==> config.mk <==
export PLATFORM = sky130hd
export DESIGN_NAME = ght_cmd_fifo
export DESIGN_NICKNAME = d
export VERILOG_FILES = /design/src/rtl/ght_pkg.sv /design/src/rtl/ght_cmd_fifo.sv
export SDC_FILE = /design/constraint.sdc
export NUM_CORES = 1
export LEC_CHECK = 0
export BUFFER_PORTS_ARGS = -buffer_cell sky130_fd_sc_hd__buf_2
export CAP_MARGIN = 15
export CORE_MARGIN = 2
export CORE_UTILIZATION = 50
export CTS_CLUSTER_DIAMETER = 50
export DETAILED_ROUTE_END_ITERATION = 12
export PLACE_DENSITY = 0.77
export SLEW_MARGIN = 20
export SYNTH_ARGS = -nofsm -noshare
export SYNTH_HDL_FRONTEND = slang
export SYNTH_SLANG_ARGS = --single-unit
==> constraint.sdc <==
create_clock -name clk -period 18.5 [get_ports clk]
set_clock_uncertainty 0.1 [all_clocks]
set_input_delay 0.925 -clock clk [delete_from_list [all_inputs] [get_ports clk]]
set_output_delay 0.925 -clock clk [all_outputs]
set_load 0.01 [all_outputs]
==> src/rtl/ght_pkg.sv <==
`default_nettype none
// ----------------------------------------------------------------------------
// ght_pkg
// Shared types, codes and helpers for the generation-counted handle table.
// ----------------------------------------------------------------------------
package ght_pkg;

  localparam int SLOT_COUNT = 1024;
  localparam int SLOT_W     = $clog2(SLOT_COUNT);
  localparam int WORD_BITS  = 32;
  localparam int BIT_W      = $clog2(WORD_BITS);
  localparam int BM_WORDS   = SLOT_COUNT / WORD_BITS;
  localparam int BMW_W      = $clog2(BM_WORDS);
  localparam int SIZE_W     = 11;
  localparam int GEN_W      = 32;

  // result status codes
  localparam logic [2:0] ST_OK        = 3'd0;
  localparam logic [2:0] ST_INVALID   = 3'd1;
  localparam logic [2:0] ST_NOMEM     = 3'd2;
  localparam logic [2:0] ST_NOTFOUND  = 3'd3;
  localparam logic [2:0] ST_WRONGTYPE = 3'd4;

  // request modes
  localparam logic [1:0] MODE_ALLOC  = 2'd0;
  localparam logic [1:0] MODE_LOOKUP = 2'd1;
  localparam logic [1:0] MODE_REVOKE = 2'd2;

  // command kinds after classification
  localparam logic [1:0] KIND_REPLY  = 2'd0;
  localparam logic [1:0] KIND_ALLOC  = 2'd1;
  localparam logic [1:0] KIND_LOOKUP = 2'd2;
  localparam logic [1:0] KIND_REVOKE = 2'd3;

  typedef struct packed {
    logic [1:0]  mode;
    logic [15:0] slot_index;
    logic [31:0] handle_generation;
    logic [63:0] object_word;
    logic [31:0] object_type;
    logic [63:0] access_rights;
  } item_t;

  typedef struct packed {
    logic [2:0]        status;
    logic [SLOT_W-1:0] result_index;
    logic [31:0]       result_generation;
    logic [63:0]       found_object;
    logic [63:0]       found_rights;
    logic [SIZE_W-1:0] live_count;
  } result_t;

  typedef struct packed {
    logic [1:0]        kind;
    logic [2:0]        status;
    logic [SLOT_W-1:0] slot;
    logic [GEN_W-1:0]  gen;
    logic [63:0]       obj;
    logic [31:0]       typ;
    logic [63:0]       rights;
    logic [SIZE_W-1:0] usable;
  } cmd_t;

  function automatic logic [BIT_W-1:0] first_set_word(input logic [WORD_BITS-1:0] v);
    logic [BIT_W-1:0] r;
    r = '0;
    for (int i = WORD_BITS - 1; i >= 0; i--) begin
      if (v[i]) r = BIT_W'(i);
    end
    return r;
  endfunction

  function automatic logic [BMW_W-1:0] first_set_map(input logic [BM_WORDS-1:0] v);
    logic [BMW_W-1:0] r;
    r = '0;
    for (int i = BM_WORDS - 1; i >= 0; i--) begin
      if (v[i]) r = BMW_W'(i);
    end
    return r;
  endfunction

endpackage
`default_nettype wire

==> src/rtl/ght_cmd_fifo.sv <==
`default_nettype none
// ----------------------------------------------------------------------------
// ght_cmd_fifo
// Two-entry command queue between the classifier and the table engine.
// ----------------------------------------------------------------------------
module ght_cmd_fifo import ght_pkg::*; (
  input  wire logic clk,
  input  wire logic rst,
  input  wire logic wr_en,
  input  wire cmd_t wr_data,
  output logic      full,
  output logic      valid,
  input  wire logic rd_en,
  output cmd_t      rd_data
);

  cmd_t       entry [2];
  logic       wr_ptr;
  logic       rd_ptr;
  logic [1:0] count;

  assign full    = count == 2'd2;
  assign valid   = count != 2'd0;
  assign rd_data = entry[rd_ptr];

  always_ff @(posedge clk) begin
    if (wr_en) entry[wr_ptr] <= wr_data;
  end

  always_ff @(posedge clk) begin
    if (rst) begin
      wr_ptr <= 1'b0;
      rd_ptr <= 1'b0;
      count  <= 2'd0;
    end else begin
      if (wr_en) wr_ptr <= ~wr_ptr;
      if (rd_en) rd_ptr <= ~rd_ptr;
      case ({wr_en, rd_en})
        2'b10:   count <= count + 2'd1;
        2'b01:   count <= count - 2'd1;
        default: count <= count;
      endcase
    end
  end

endmodule
`default_nettype wire

# Word-level counts from Yosys, hierarchy flattened
# Memory sizes are Yosys's and may differ from the RTL's. A register that Yosys moved wholly into a read port is not among the register bits.
# Index checks and enable logic that the tools add are counted.
dict set report classes {
  add_sub_neg 2
  eq_ne 3
  n_mux 5
  n_bitwise 2
  n_reduce_logical 2
}
# cell count
set op_table {}
lappend op_table {{equality test 2 bit, second input constant} 2}
lappend op_table {{two-way mux 1 bit} 4}
lappend op_table {{one-hot mux 2 bit (2 select lines)} 1}
lappend op_table {{nonzero test 2 bit} 2}
lappend op_table {{adder 2 x 1 -> 2 bit, second input constant} 1}
lappend op_table {{equality test 2 x 1 -> 1 bit, second input constant} 1}
lappend op_table {{inverter 1 bit} 2}
lappend op_table {{subtractor 2 x 1 -> 2 bit, second input constant} 1}
dict set report word_totals {
  regBits 4
  ram_bits 436
  inputBits 222
  out_inout_bits 220
  elab_cells 18
  n_memories 1
}
# memory words width read_ports rd_clocked_by_memory_dff wr line_no
set memory_table {}
lappend memory_table {entry 2 218 1 1 1 ght_cmd_fifo.sv:17} ;# cmd_t entry [2];

# Longest topological paths before layout
dict set report depth {
  depth_word 3
  mapped_depth 5
  mapped_depth_nobuf 5
}

# Worst setup path after synthesis
# Ideal clock, no wire load.
dict set report synth_path {
  path_type {input -> register}
  start {in wr_en}
  end {mem entry[0][0] in the netlist's numbering (enable)}
  setup_time_ns 0.806
  t_arrival_ns 10.108
  required_ns 17.594
  path_slack_ns 7.486
  stages 2
  n_path_buf 0
  cell_sequence {inv_1 -> nor2_1}
}
dict set report synth_via {
  elab_chain_cells 2
}
# item line_no
set synth_rtl {}
lappend synth_rtl {{from (decl)} ght_cmd_fifo.sv:9} ;# input wire logic wr_en,
lappend synth_rtl {{two-way mux 1 bit} ght_cmd_fifo.sv:27} ;# if (wr_en) entry[wr_ptr] <= wr_data;
lappend synth_rtl {{two-way mux 1 bit (implied by the code)} ght_cmd_fifo.sv:27}
lappend synth_rtl {{to (decl)} ght_cmd_fifo.sv:17}
# Every way passes these cells.

==> impl_results.rst <==
.. list-table::
   :header-rows: 1

   * - Metric
     - Value
   * - Launching element type of the critical path
     - flop
   * - Hold path startpoint
     - count[1]
   * - Clock tree from TritonCTS
     - yes
   * - Setup TNS after final layout
     - 0 ns
   * - Resize count post-CTS
     - 0
   * - Count of buffers inserted at the top-level ports
     - 441
   * - Antenna Violating Nets Remaining
     - 0
   * - Maximum root-to-sink buffer count
     - 3
   * - Final worst-path cycle share
     - 25.1%
   * - Number of buffers added to fix hold violations after cts
     - 0
   * - DRC violations left
     - 0
   * - Arrival @ worst endpoint
     - 3.61 ns
   * - Clock latency of the later-clocked register in the worst-skew pair
     - 0.54 ns
   * - Endpoint of the lowest-slack register-to-register path
     - entry[0][77]
   * - Maximum Capacitance Violations
     - 0
   * - Setup slack on the worst flop-to-flop path
     - 15.34 ns
   * - Count of final setup violators
     - 0
   * - First-pass GRT wire length
     - 46400 µm
   * - X dimension of the die
     - 185 µm
   * - Final Hold Viols
     - 0
   * - Layout cell share with drive strength beyond 1
     - 61.2%
   * - Highest attainable clock frequency
     - 0.216 GHz
   * - Global-route usage over all layers
     - 18.2%
   * - Number of sinks handled by clock tree synthesis
     - 441
   * - Synthesized instance count
     - 700
   * - Total standard cell area after synthesis
     - 16400 µm²
   * - Final Wtd Congestion
     - 0.791
   * - Drt first-iter violations
     - 484
   * - Flip-flop and latch count after synthesis
     - 441
   * - Number of nets in the synthesized netlist
     - 923
   * - Number of different library cells in the post-synthesis netlist
     - 19
   * - Number of nets in the finished design
     - 1396
   * - R2R cell count
     - 3
   * - Sequential fraction of the synthesis area
     - 80.6%
   * - Synthesis warning total
     - 0
   * - Initial Utilization
     - 50.6%
   * - Final count of pins violating max slew
     - 0
   * - Vias in the first global route
     - 8261
   * - FP Rows
     - 66
   * - Number of cells traversed by the worst hold path
     - 2
   * - Relative slew margins
     - 30.3%
   * - Worst Hold Endpoint
     - count[1]
   * - WP data required
     - 17.48 ns
   * - Power density over cell area
     - 114 nW/µm²
   * - CTS HTree Levels
     - 2
   * - Detailed-router iteration count before antenna repair
     - 4
   * - Critical setup path kind
     - flop to primary output
   * - Type of destination of the critical path
     - primary output
   * - Overall die area
     - 34200 µm²
   * - Clock Root Buffer
     - sky130_fd_sc_hd__clkbuf_16
   * - Worst flop-to-flop path startpoint
     - wr_ptr
   * - Num ports
     - 442
   * - Number of antenna violations at the first check in global routing
     - 16
   * - Max VDD drop
     - 0.0837 mV
   * - Post-DR vias/cell
     - 4.95
   * - Clock transition time at the flip-flop clock pins of the worst setup and hold paths
     - 0.06 ns
   * - Post-DP HPWL
     - 22400 µm
   * - Routed wire per std cell
     - 19.7 µm
   * - Min cycle time layout
     - 4.64 ns
   * - Worst Hold Class
     - flop to flop
   * - Static leakage
     - 0.00788 µW
   * - Post-CTS Repair Setup Buffers
     - 0
   * - Worst hold slack after final layout
     - 0.414 ns
   * - Number of buffers inserted during clock tree synthesis
     - 46
   * - Slew at the pin closest to its max-slew limit
     - 1.05 ns
   * - Synthesized area per cell
     - 23.4 µm²
   * - Largest fanout on the critical path
     - 56
   * - Number of vias after detailed routing
     - 8230
   * - RSZ-0062 raised after global routing
     - no
   * - Result of the run
     - complete, no violations
   * - P&R area growth vs syn
     - 25.3%
   * - Maximum number of pins on one net before global-route repair
     - 78
   * - Die span in y
     - 185 µm
   * - Core area
     - 32400 µm²
   * - Total grt overflow
     - 0
   * - Post-Route WL
     - 32800 µm
[logic make-up (layout without fill, tap and decap cells)]
logic type               count (synthesis)  count (layout)  share of synthesized area (%)
adder cells (fa/ha/maj)                  1               1                         0.0764
XOR/XNOR                                 4               4                          0.214
other                                    0              14                              0
AO/OA/AOI/OAI                            2               2                         0.0611
flip-flops                             441             441                           80.6
buffers and inverters                   25             532                           1.48
multiplexers                           218             218                           17.3
AND/OR/NAND/NOR                          9               9                          0.268
[cells in the mapped netlist]
cell,number,share of area [%]
sky130_fd_sc_hd__xnor2_1,3,0.16
sky130_fd_sc_hd__xor2_1,1,0.054
sky130_fd_sc_hd__inv_1,1,0.023
sky130_fd_sc_hd__mux2_4,100,9.2
sky130_fd_sc_hd__o21ai_0,1,0.031
sky130_fd_sc_hd__mux2_2,118,8.1
sky130_fd_sc_hd__buf_8,10,0.92
sky130_fd_sc_hd__or3_1,1,0.038
sky130_fd_sc_hd__buf_4,2,0.092
sky130_fd_sc_hd__edfxtp_1,436,80
sky130_fd_sc_hd__dfxtp_1,5,0.61
sky130_fd_sc_hd__or2_2,1,0.038
sky130_fd_sc_hd__nor2_1,5,0.11
sky130_fd_sc_hd__nor2b_1,1,0.038
sky130_fd_sc_hd__buf_6,2,0.14
sky130_fd_sc_hd__a21oi_1,1,0.031
sky130_fd_sc_hd__buf_2,10,0.31
sky130_fd_sc_hd__ha_1,1,0.076
sky130_fd_sc_hd__and2_1,1,0.038
[registers in the layout, indices dropped and copies added, names as in the netlist, named ones only]
| signal | count |
|---|---|
| rd_ptr | 1 |
| count | 2 |
| wr_ptr | 1 |
| entry | 436 |
[final cells by class]
cell class / count / area [µm²]
Sequential cell: 441 / 13200
Fill cell: 2277 / 11900
Multi-Input combinational cell: 234 / 2940
Timing Repair Buffer: 449 / 2270
Clock buffer: 55 / 1250
Tap cell: 442 / 553
Clock inverter: 27 / 260
Antenna cell: 14 / 35.0
Inverter: 1 / 3.75
[routing by layer]
| metal | up-vias | part of all wire (%) | track usage, % | routed length [µm] |
|---|---|---|---|---|
| li1 | 3764 | - | - | - |
| met1 | 4031 | 37 | 20.7 | 12100 |
| met2 | 364 | 51 | 31.0 | 16600 |
| met3 | 65 | 9.7 | 6.57 | 3200 |
| met4 | 6 | 2.9 | 8.10 | 947 |
| met5 | - | 0.11 | 0 | 36 |
[where the power goes]
part | leakage [µW] | internal, µW | switching, µW
clock | 0.000730 | 539 | 362
combinational | 0.00302 | 122 | 126
sequential | 0.00413 | 1170 | 20.1
total | 0.00788 | 1830 | 508
[critical path, cell delays in order, from the launching register on]
cell,delay (ns)
sky130_fd_sc_hd__dfxtp_4,0.87
sky130_fd_sc_hd__buf_4,0.74
sky130_fd_sc_hd__buf_4,0.83
sky130_fd_sc_hd__mux2_2,0.42
sky130_fd_sc_hd__buf_2,0.14
[worst max path at each step]
stage | slack, ns | cells after the start | endpoint | from
6_report | 13.86 | 4 | rd_data[38] | flop
3_3_place_gp | 14.40 | 4 | rd_data[68] | flop
5_1_grt | 13.62 | 4 | rd_data[38] | flop
2_1_floorplan | 7.49 | 2 | entry[0][0] | wr_en
4_1_cts | 13.79 | 4 | rd_data[77] | flop
3_5_place_dp | 14.38 | 4 | rd_data[77] | flop
[per-stage QoR]
step	setup WS (ns)	cell area, µm²	util, %	instances	total power (µW)
after floorplan	7.49	16400	-	700	1370
after global placement	14.40	19000	58.6	1567	1450
after detailed placement	14.38	19000	58.6	1567	1460
after CTS	13.79	20500	63.2	1649	2360
after global routing	13.62	20500	63.3	1661	2420
final	13.86	20500	63.3	1663	2340
[cell usage in the layout, fill, tap and decap left out]
cell type / count
sky130_fd_sc_hd__a21oi_1: 1
sky130_fd_sc_hd__and2_4: 1
sky130_fd_sc_hd__buf_2: 441
sky130_fd_sc_hd__buf_4: 8
sky130_fd_sc_hd__bufinv_16: 4
sky130_fd_sc_hd__clkbuf_1: 6
sky130_fd_sc_hd__clkbuf_16: 49
sky130_fd_sc_hd__clkinv_1: 8
sky130_fd_sc_hd__clkinv_2: 7
sky130_fd_sc_hd__clkinv_8: 1
sky130_fd_sc_hd__clkinvlp_4: 4
sky130_fd_sc_hd__dfxtp_1: 4
sky130_fd_sc_hd__dfxtp_4: 1
sky130_fd_sc_hd__diode_2: 14
sky130_fd_sc_hd__edfxtp_1: 436
sky130_fd_sc_hd__ha_1: 1
sky130_fd_sc_hd__inv_1: 1
sky130_fd_sc_hd__inv_6: 2
sky130_fd_sc_hd__inv_8: 1
sky130_fd_sc_hd__mux2_2: 118
sky130_fd_sc_hd__mux2_4: 100
sky130_fd_sc_hd__nor2_1: 4
sky130_fd_sc_hd__nor2_4: 1
sky130_fd_sc_hd__nor2b_1: 1
sky130_fd_sc_hd__o21ai_0: 1
sky130_fd_sc_hd__or2_2: 1
sky130_fd_sc_hd__or3_1: 1
sky130_fd_sc_hd__xnor2_1: 3
sky130_fd_sc_hd__xor2_1: 1
Note: power is estimated with default switching activity, not from simulation.
