<file path="config.mk">
export PLATFORM = sky130hd
export DESIGN_NAME = ght_front
export DESIGN_NICKNAME = d
export VERILOG_FILES = /design/src/rtl/ght_pkg.sv /design/src/rtl/ght_front.sv
export SDC_FILE = /design/constraint.sdc
export NUM_CORES = 1
export LEC_CHECK = 0
export BUFFER_PORTS_ARGS = -buffer_cell sky130_fd_sc_hd__buf_2
export CAP_MARGIN = 25
export CELL_PAD_IN_SITES_DETAIL_PLACEMENT = 1
export CELL_PAD_IN_SITES_GLOBAL_PLACEMENT = 2
export CORE_AREA = 2 2 172 174
export CTS_CLUSTER_DIAMETER = 120
export CTS_CLUSTER_SIZE = 10
export DETAILED_ROUTE_END_ITERATION = 10
export DIE_AREA = 0 0 174 176
export MAX_ROUTING_LAYER = met4
export PLACE_DENSITY = 0.76
export SLEW_MARGIN = 25
export SYNTH_ARGS = -nofsm -noshare
export SYNTH_HDL_FRONTEND = slang
export SYNTH_SLANG_ARGS = --single-unit
export TNS_END_PERCENT = 5
</file>
<file path="constraint.sdc">
create_clock -name clk -period 4.7 [get_ports clk]
set_clock_uncertainty 0.1 [all_clocks]
set_input_delay 0.705 -clock clk [delete_from_list [all_inputs] [get_ports clk]]
set_output_delay 0.705 -clock clk [all_outputs]
set_load 0.01 [all_outputs]
</file>
<file path="src/rtl/ght_pkg.sv">
`default_nettype none
// ----------------------------------------------------------------------------
// ght_pkg
// Shared types, codes and helpers for the generation-counted handle table.
// ----------------------------------------------------------------------------
package ght_pkg;

  localparam int SLOT_COUNT = 1024;
  localparam int SLOT_W     = $clog2(SLOT_COUNT);
  localparam int WORD_BITS  = 32;
  localparam int BIT_W      = $clog2(WORD_BITS);
  localparam int BM_WORDS   = SLOT_COUNT / WORD_BITS;
  localparam int BMW_W      = $clog2(BM_WORDS);
  localparam int SIZE_W     = 11;
  localparam int GEN_W      = 32;

  // result status codes
  localparam logic [2:0] ST_OK        = 3'd0;
  localparam logic [2:0] ST_INVALID   = 3'd1;
  localparam logic [2:0] ST_NOMEM     = 3'd2;
  localparam logic [2:0] ST_NOTFOUND  = 3'd3;
  localparam logic [2:0] ST_WRONGTYPE = 3'd4;

  // request modes
  localparam logic [1:0] MODE_ALLOC  = 2'd0;
  localparam logic [1:0] MODE_LOOKUP = 2'd1;
  localparam logic [1:0] MODE_REVOKE = 2'd2;

  // command kinds after classification
  localparam logic [1:0] KIND_REPLY  = 2'd0;
  localparam logic [1:0] KIND_ALLOC  = 2'd1;
  localparam logic [1:0] KIND_LOOKUP = 2'd2;
  localparam logic [1:0] KIND_REVOKE = 2'd3;

  typedef struct packed {
    logic [1:0]  mode;
    logic [15:0] slot_index;
    logic [31:0] handle_generation;
    logic [63:0] object_word;
    logic [31:0] object_type;
    logic [63:0] access_rights;
  } item_t;

  typedef struct packed {
    logic [2:0]        status;
    logic [SLOT_W-1:0] result_index;
    logic [31:0]       result_generation;
    logic [63:0]       found_object;
    logic [63:0]       found_rights;
    logic [SIZE_W-1:0] live_count;
  } result_t;

  typedef struct packed {
    logic [1:0]        kind;
    logic [2:0]        status;
    logic [SLOT_W-1:0] slot;
    logic [GEN_W-1:0]  gen;
    logic [63:0]       obj;
    logic [31:0]       typ;
    logic [63:0]       rights;
    logic [SIZE_W-1:0] usable;
  } cmd_t;

  function automatic logic [BIT_W-1:0] first_set_word(input logic [WORD_BITS-1:0] v);
    logic [BIT_W-1:0] r;
    r = '0;
    for (int i = WORD_BITS - 1; i >= 0; i--) begin
      if (v[i]) r = BIT_W'(i);
    end
    return r;
  endfunction

  function automatic logic [BMW_W-1:0] first_set_map(input logic [BM_WORDS-1:0] v);
    logic [BMW_W-1:0] r;
    r = '0;
    for (int i = BM_WORDS - 1; i >= 0; i--) begin
      if (v[i]) r = BMW_W'(i);
    end
    return r;
  endfunction

endpackage
`default_nettype wire

</file>
<file path="src/rtl/ght_front.sv">
`default_nettype none
// ----------------------------------------------------------------------------
// ght_front
// Holds the table size register and classifies each request into a command:
// an immediate reply, or an allocate, lookup or revoke for the back end.
// ----------------------------------------------------------------------------
module ght_front import ght_pkg::*; (
  input  wire logic              clk,
  input  wire logic              rst,
  input  wire logic              cfg_valid,
  output logic                   cfg_ready,
  input  wire logic [SIZE_W-1:0] cfg_data,
  input  wire item_t             item,
  input  wire logic              push,
  output logic                   full,
  input  wire logic              q_full,
  input  wire logic              busy,
  output logic                   q_push,
  output cmd_t                   cmd
);

  logic [SIZE_W-1:0] table_size;
  logic [SIZE_W-1:0] usable;
  logic              idx_bad;

  assign cfg_ready = 1'b1;

  always_ff @(posedge clk) begin
    if (rst) begin
      table_size <= SIZE_W'(SLOT_COUNT);
    end else if (cfg_valid) begin
      table_size <= cfg_data;
    end
  end

  assign usable  = (table_size > SIZE_W'(SLOT_COUNT)) ? SIZE_W'(SLOT_COUNT) : table_size;
  assign idx_bad = item.slot_index >= 16'(usable);

  assign full   = q_full | busy;
  assign q_push = push & ~full;

  always_comb begin
    cmd        = '0;
    cmd.slot   = item.slot_index[SLOT_W-1:0];
    cmd.gen    = item.handle_generation;
    cmd.obj    = item.object_word;
    cmd.typ    = item.object_type;
    cmd.rights = item.access_rights;
    cmd.usable = usable;
    cmd.kind   = KIND_REPLY;
    cmd.status = ST_INVALID;
    case (item.mode)
      MODE_ALLOC: begin
        if (item.object_word == 64'd0) begin
          cmd.status = ST_INVALID;
        end else if (usable == '0) begin
          cmd.status = ST_NOMEM;
        end else begin
          cmd.kind = KIND_ALLOC;
        end
      end
      MODE_LOOKUP: begin
        if (!idx_bad) cmd.kind = KIND_LOOKUP;
      end
      MODE_REVOKE: begin
        if (!idx_bad) cmd.kind = KIND_REVOKE;
      end
      default: begin
        cmd.kind   = KIND_REPLY;
        cmd.status = ST_INVALID;
      end
    endcase
  end

endmodule
`default_nettype wire

</file>
-- Yosys cells after proc, flatten, opt, wreduce, memory -nomap -nowiden
Index checks and enable logic that the tools add are counted.
- bitwise gates (word level): 3
- muxes and demuxes: 9
- equal/unequal tests: 2
- reduce and logical (&&, ||, !) cells: 3
- order comparisons: 2
- operator list (operator ; count):
    logical NOT 64 bit ; 1
    >= comparator 16 x 11 -> 1 bit ; 1
    > comparator 11 bit (second input constant) ; 1
    logical NOT 11 bit ; 1
    two-way mux 11 bit ; 1
    two-way mux 2 bit ; 4
    one-hot mux 2 bit (3 select lines) ; 1
    two-way mux 3 bit ; 1
    equality test 2 x 1 -> 1 bit (second input constant) ; 1
    equality test 2 bit (second input constant) ; 1
    logical NOT 2 bit ; 1
    two-way mux 1 bit ; 2
    bitwise AND 1 bit ; 1
    inverter 1 bit ; 1
    OR 1 bit ; 1
- word-level logic and storage cells: 20
- register bits: 11
- output and inout bits: 221
- bits of input ports: 227

-- Longest topological paths before layout
Gate-level depths: netlist (run 1).
- word-level depth: 6
- gate-level depth with buffers: 9
- mapped depth without buffers: 8

-- Least setup slack after synthesis (run 1)
No wires, ideal clock.
- path type: reg-to-output
- start point: reg table_size[10]
- end point: out cmd[216] (netlist name)
- slack: 2.094 ns
- required time: 3.895 ns
- cell stages (with the launch flop): 9
- arrival: 1.801 ns
- path buffers: 1
- path through: dfxtp_1 -> inv_1 -> clkbuf_1 -> nand2_1 -> ha_1 -> o211ai_1 -> a21oi_1 -> o41ai_1 -> a41o_1
- RTL lines (element ; RTL line ; source):
    start, declared ; ght_front.sv:22 ; logic [SIZE_W-1:0] table_size;
    start signal, assigned ; ght_front.sv:30 ; table_size <= SIZE_W'(SLOT_COUNT);
    start signal, assigned ; ght_front.sv:32 ; table_size <= cfg_data;
    end, declared ; ght_front.sv:19 ; output cmd_t cmd

==> run metrics, run 1 <==
Setup Buffers After CTS=0; final period utilization=72.31%; clock sink total=11; Hold Path Depth=2; CTS tree=built; Setup crit start kind=input pin; Die W=174 µm; initial antenna violation count=1; DIE HEIGHT=176 µm; Num CTS Buffers=3; r2r endpoint=table_size[10]$_SDFFE_PP1P_; CP max stage cell=nor4_1; reg2reg path depth=2; final worst slack=around 1300 ps; grt ovf=0; Resized cells post-CTS=0; layout cell share with drive strength beyond 1=62.94%; Starting Density=8.656%; Netlist Area Pre-Place=0.002471 mm²; mean post-synth cell area=around 7.6 µm²; Biggest register=table_size; Hold Path Class=reg2reg; max incr delay on CP=about 590 ps; critical path arrival=about 2600 ps; Largest register FFs=11; CP Cell Sequence=buf_2 -> nor4_1 -> nand4_1 -> nor4_2 -> nor4b_1 -> a41o_1 -> buf_2; Final Hold Vio Count=0; Total Power=0.4221 mW; worst vdd ir=138.4 µV; Worst-Margin Slew=645.2 ps; minimum clock period=approximately 3400 ps; Synth cell types=27; Comb pwr share=36.9%; CTS Hold Bufs=0; max cap viols=0; DP HPWL=between 8000 and 9000 µm; CP most frequent cell=buf_2; Fmax achieved=between 0.2 and 0.3 GHz; largest net degree at the start of global routing=13; yosys synthesis warning count=0; reg-to-reg slack, setup=3670 ps; routed len/inst=13.85 µm; Min Hold Slack=around 420 ps; sequential power share=24.7%; Mapped Nets=565; synthesis-to-finish area growth=-1.266%; I/O pin count=448; setup TNS=0 ps; PD cells=~170 mW/mm²; WS Path Type=in2out; vias in the first global route=around 2100; via count=1899; RSZ-0062 raised after global routing=false; fillers=3522; row cnt=62; Final Max Tran Viols=0; Largest regs=table_size: 11 flops; Max FO, Critical Path=2; Power Internal=between 0.2 and 0.3 mW; worst skew pair latency=240 ps; worst slack, placed=roughly 1100 ps; area leader, netlist=buf_4; Die ar.=0.03062 mm²; Non-Filler Instances=around 700; iteration count of the initial detailed-routing pass=4; hold endpoint=table_size[3]$_SDFFE_PP0P_; origin of the critical flop-to-flop path=table_size[10]$_SDFFE_PP1P_; Pleak=1.266 nW; Max-slew headroom=between 50% and 60%; final WL=9669 µm; drt drc=0; clock transition at the registers of the reported paths=50 ps; Tot GR Track Use=6.063%; #FFs+latches synth=11; Switch Pwr=0.1380 mW; routability cong.=about 0.77; min-delay src=table_size[3]$_SDFFE_PP0P_; Clk pwr share=38.4%; root buffer cell=clkbuf_16; IO buf count=189; Final ANT Viol Nets=0; Worst Setup End Kind=output port; CORE AREA=0.02855 mm²; clock buffer depth=2; vias per cell=approximately 2.7; Placed Cells incl. Taps=693; Worst EP required=slightly below 4000 ps; first-pass GRT wire length=13150 µm; final setup vio count=0; Yosys top cell area share=between 60% and 70%; starting DRC count in detailed routing=33; Seq/Total Area, Yosys=8.911%; switching share of power=32.69%; fin nets=552; Cells after Synth=around 330; status=completed; largest cells by area after synthesis=buf_4, dfxtp_1, ha_1, nor4_1, mux2i_1; H-tree Lvls=1
[worst max-delay path: cells and delay by family]
family	cells	cell delay [ps]
AND/OR/NAND/NOR	4	1450
buffers and inverters	2	230
AO/OA/AOI/OAI	1	210
[layer usage]
metal	global-route usage [%]	up-vias	share of wire, %
met5	-	-	0
met4	2.871	0	4.4
met3	3.144	54	14
met2	9.894	177	47
met1	6.011	834	35
li1	-	834	-
[how the worst max path moves through the flow]
stage                                            from       end  slack (ps)
after CTS                                   item[131]  cmd[216]        1110
after floorplan           table_size[10]$_SDFFE_PP1P_  cmd[216]        2090
after global placement                      item[131]  cmd[216]        1090
after global routing                        item[135]  cmd[216]        1120
final                                       item[131]  cmd[216]        1300
after detailed placement                    item[131]  cmd[216]        1110
[synthesized netlist by cell type]
cell type / instances
nor2b_1: 1
o211ai_1: 2
ha_1: 11
clkbuf_1: 3
o21ai_0: 1
nor2_1: 14
and3_1: 2
buf_4: 204
nor4b_1: 1
a221oi_1: 1
nand4_1: 5
nand3_1: 1
a22o_1: 1
a21o_1: 2
inv_1: 16
nor4_2: 2
a41o_1: 1
a21oi_1: 2
nand2_1: 11
nor4_1: 19
or2_2: 1
conb_1: 2
xor2_1: 1
o41ai_1: 1
dfxtp_1: 11
mux2i_1: 10
buf_2: 1
[final cells by class]
| cell class | instances | area (µm²) | share of cell area [%] |
|---|---|---|---|
| Timing Repair Buffer | 190 | 953.4 | 39.08 |
| Multi-Input combinational cell | 92 | 643.1 | 26.36 |
| Tap cell | 384 | 480.5 | 19.69 |
| Sequential cell | 11 | 220.2 | 9.026 |
| Clock buffer | 3 | 75.07 | 3.077 |
| Inverter | 16 | 60.06 | 2.462 |
| Clock inverter | 1 | 5.005 | 0.2051 |
| Antenna cell | 1 | 2.502 | 0.1026 |
[through the flow]
step | utilization, % | area, µm²
5_1_grt | 8.547 | 2440
2_1_floorplan | - | 2471
6_report | 8.547 | 2440
3_3_place_gp | 8.257 | 2357
3_5_place_dp | 8.257 | 2357
4_1_cts | 8.538 | 2437
[layout by cell type (no fill, tap or decap), drive strengths merged]
cell type  count
nand4          5
inv           16
conb           2
xor2           1
nor2b          1
nor2          14
ha            11
or2            1
dfxtp         11
o41ai          1
nand2         11
and3           2
nand3          1
a41o           1
o211ai         2
o21ai          1
a21o           2
mux2i         10
diode          1
a22o           1
a221oi         1
nor4b          1
a21oi          2
clkinv         1
clkbuf         3
buf          190
nor4          21
[power groups by stage]
| stage | combinational, mW | clock [mW] | sequential (mW) |
|---|---|---|---|
| floorplan | 0.214 | 0 | 0.104 |
| global placement | 0.156 | 0 | 0.106 |
| detailed placement | 0.159 | 0 | 0.106 |
| CTS | 0.159 | 0.169 | 0.104 |
| global route | 0.171 | 0.178 | 0.105 |
| finish | 0.156 | 0.162 | 0.104 |
[logic make-up (layout without fill, tap and decap cells)]
family	after synthesis	count (layout)	synth area share (%)
AND/OR/NAND/NOR	57	57	12.46
other	2	3	0.3039
adder cells (fa/ha/maj)	11	11	5.570
AO/OA/AOI/OAI	11	11	3.291
flip-flops	11	11	8.911
XOR/XNOR	1	1	0.3545
multiplexers	10	10	4.051
buffers and inverters	224	210	65.06
No activity file was read; power rests on OpenSTA's default activity.
==> run 2, diff against run 1 <==
Settings changed: CORE_AREA 2 2 172 174 to 2 2 175 177, DIE_AREA 0 0 174 176 to 0 0 177 179, PLACE_DENSITY 0.76 to 0.77.
Clock period 4.7 ns to 3 ns, I/O delays scaled along.
==> run 2 against run 1 <==
Sequential power up 58%. Sequential share of layout area shrank 0.43 points. Global-route usage shrank 0.49 points. Largest power group is now combinational logic. Wire length shrank 1.6%. Critical endpoint is now cmd[217].
==> run metrics, run 2 (same netlist as run 1, synthesis figures left out) <==
row cnt=between 60 and 70; CTS tree=built; setup TNS=0 ps; IO buf count=189; Die W=177 µm; status=completed; vias per cell=2.711; Die ar.=0.03168 mm²; synthesis-to-finish area growth=5.418%; Tot GR Track Use=5.573%; sequential power share=24.3%; clock transition at the registers of the reported paths=40 ps; Non-Filler Instances=719; WS Path Type=reg2out; Power Internal=0.4601 mW; starting DRC count in detailed routing=29; Starting Density=approximately 8%; grt ovf=0; routability cong.=0.7365; final setup vio count=0; minimum clock period=2858 ps; Largest regs=table_size: 11 flops; commonest non-fill, non-tap cell in the layout=buf_2; drt drc=0; critical path arrival=2310 ps; final WL=9515 µm; PD cells=259.0 mW/mm²; Final Hold Vio Count=0; Max-slew headroom=63.22%; root buffer cell=clkbuf_16; Fmax achieved=0.3499 GHz; final period utilization=~95%; Comb pwr share=between 30 and 40%; DIE HEIGHT=approximately 180 µm; layout cell share with drive strength beyond 1=66.77%; Clk pwr share=36.5%; worst skew pair latency=between 200 and 250 ps; Total Power=between 0.6 and 0.7 mW; Num CTS Buffers=3; switching share of power=31.82%; Worst Setup End Kind=output port; worst vdd ir=128.0 µV; clock buffer depth=2; initial antenna violation count=0; RSZ-0062 raised after global routing=false; Hold Path Class=in2reg; Biggest register=table_size; Placed Cells incl. Taps=~710; Worst-Margin Slew=546.6 ps; iteration count of the initial detailed-routing pass=2; Pleak=roughly 1.3 nW; Max FO, Critical Path=5; CORE AREA=roughly 0.03 mm²; fin nets=between 500 and 600; clock sink total=11; most frequent cells in the layout=buf_2, nor4_1, inv_1; DP HPWL=8658 µm; Worst EP required=approximately 2500 ps; Switch Pwr=approximately 0.21 mW; Final ANT Viol Nets=0; Final Max Tran Viols=0; I/O pin count=448; Largest register FFs=11; H-tree Lvls=1; via count=1949; vias in the first global route=1991; Setup crit start kind=flip-flop; largest net degree at the start of global routing=13; max cap viols=0; routed len/inst=13.23 µm; first-pass GRT wire length=12560 µm
## run 2: cell count changes in the layout (fill, tap and decap cells not counted), sizes merged
cell,before,now
buf,190,199
clkbuf,3,4
clkinv,1,0
clkinvlp,0,1
inv,16,15
## run 2: path summary, 6_finish.rpt
| check | start | end | slack (ps) | cells past startpoint |
|---|---|---|---|---|
| worst max-delay path | table_size[10]$_SDFFE_PP1P_ | cmd[217] | 140 | 9 |
| worst min-delay path | cfg_data[10] | table_size[10]$_SDFFE_PP1P_ | 340 | 3 |
| worst max register to register | table_size[10]$_SDFFE_PP1P_ | table_size[10]$_SDFFE_PP1P_ | 1840 | 4 |
| worst min register to register | table_size[6]$_SDFFE_PP0P_ | table_size[6]$_SDFFE_PP0P_ | 430 | 2 |
## run 2: area by class of cell
class                   count  area (µm²)
fillers                  3658       27420
inverters                  16       63.81
multi-input cells          92       706.9
repair buffers            199        1033
well taps                 396       495.5
diodes                      1       2.502
clock buffers               4       78.83
flip-flops and latches     11       224.0
## run 2: worst max-delay path: stages (launching register included)
cell        delay (ps)
dfxtp_4            370
clkinvlp_4         160
buf_4              180
nand2_1             70
ha_1               250
a22o_1             270
o41ai_4            280
buf_4              180
and3_1             140
buf_2              150
## run 2: per-stage QoR
stage / hold WS (ps) / worst slack, ps / instance area, µm² / utilization [%]
2_1_floorplan: 375.3 / 648.7 / 2471 / -
3_3_place_gp: 405.0 / -573.3 / 2395 / 7.975
3_5_place_dp: 427.0 / -99.76 / 2402 / 8.000
4_1_cts: 338.6 / 34.23 / 2552 / 8.500
5_1_grt: 360.3 / 20.47 / 2603 / 8.667
6_report: 336.0 / 142.3 / 2605 / 8.675
## run 2: what timing repair did
item                                    in CTS  in global routing
endpoints found under the setup margin       2                  2
buffers inserted                             4                  2
hold endpoints to repair                     0                  0
pin swaps                                    1                  0
gates resized for setup                      6                  5
hold buffers                                 0                  0
## run 2: power by group through the flow
| stage | logic, mW | registers, mW | clock network [mW] |
|---|---|---|---|
| 2_1_floorplan | 0.336 | 0.163 | 0 |
| 6_report | 0.264 | 0.164 | 0.246 |
| 4_1_cts | 0.261 | 0.165 | 0.251 |
| 5_1_grt | 0.290 | 0.165 | 0.258 |
| 3_3_place_gp | 0.245 | 0.166 | 0 |
| 3_5_place_dp | 0.249 | 0.166 | 0 |
## run 2: metal layers
layer	GRT usage, %	share of wire (%)	routed length, µm
met1	5.168	33	3101
met2	9.339	48	4591
met3	2.566	13	1277
met4	3.547	5.7	544
met5	-	0	0
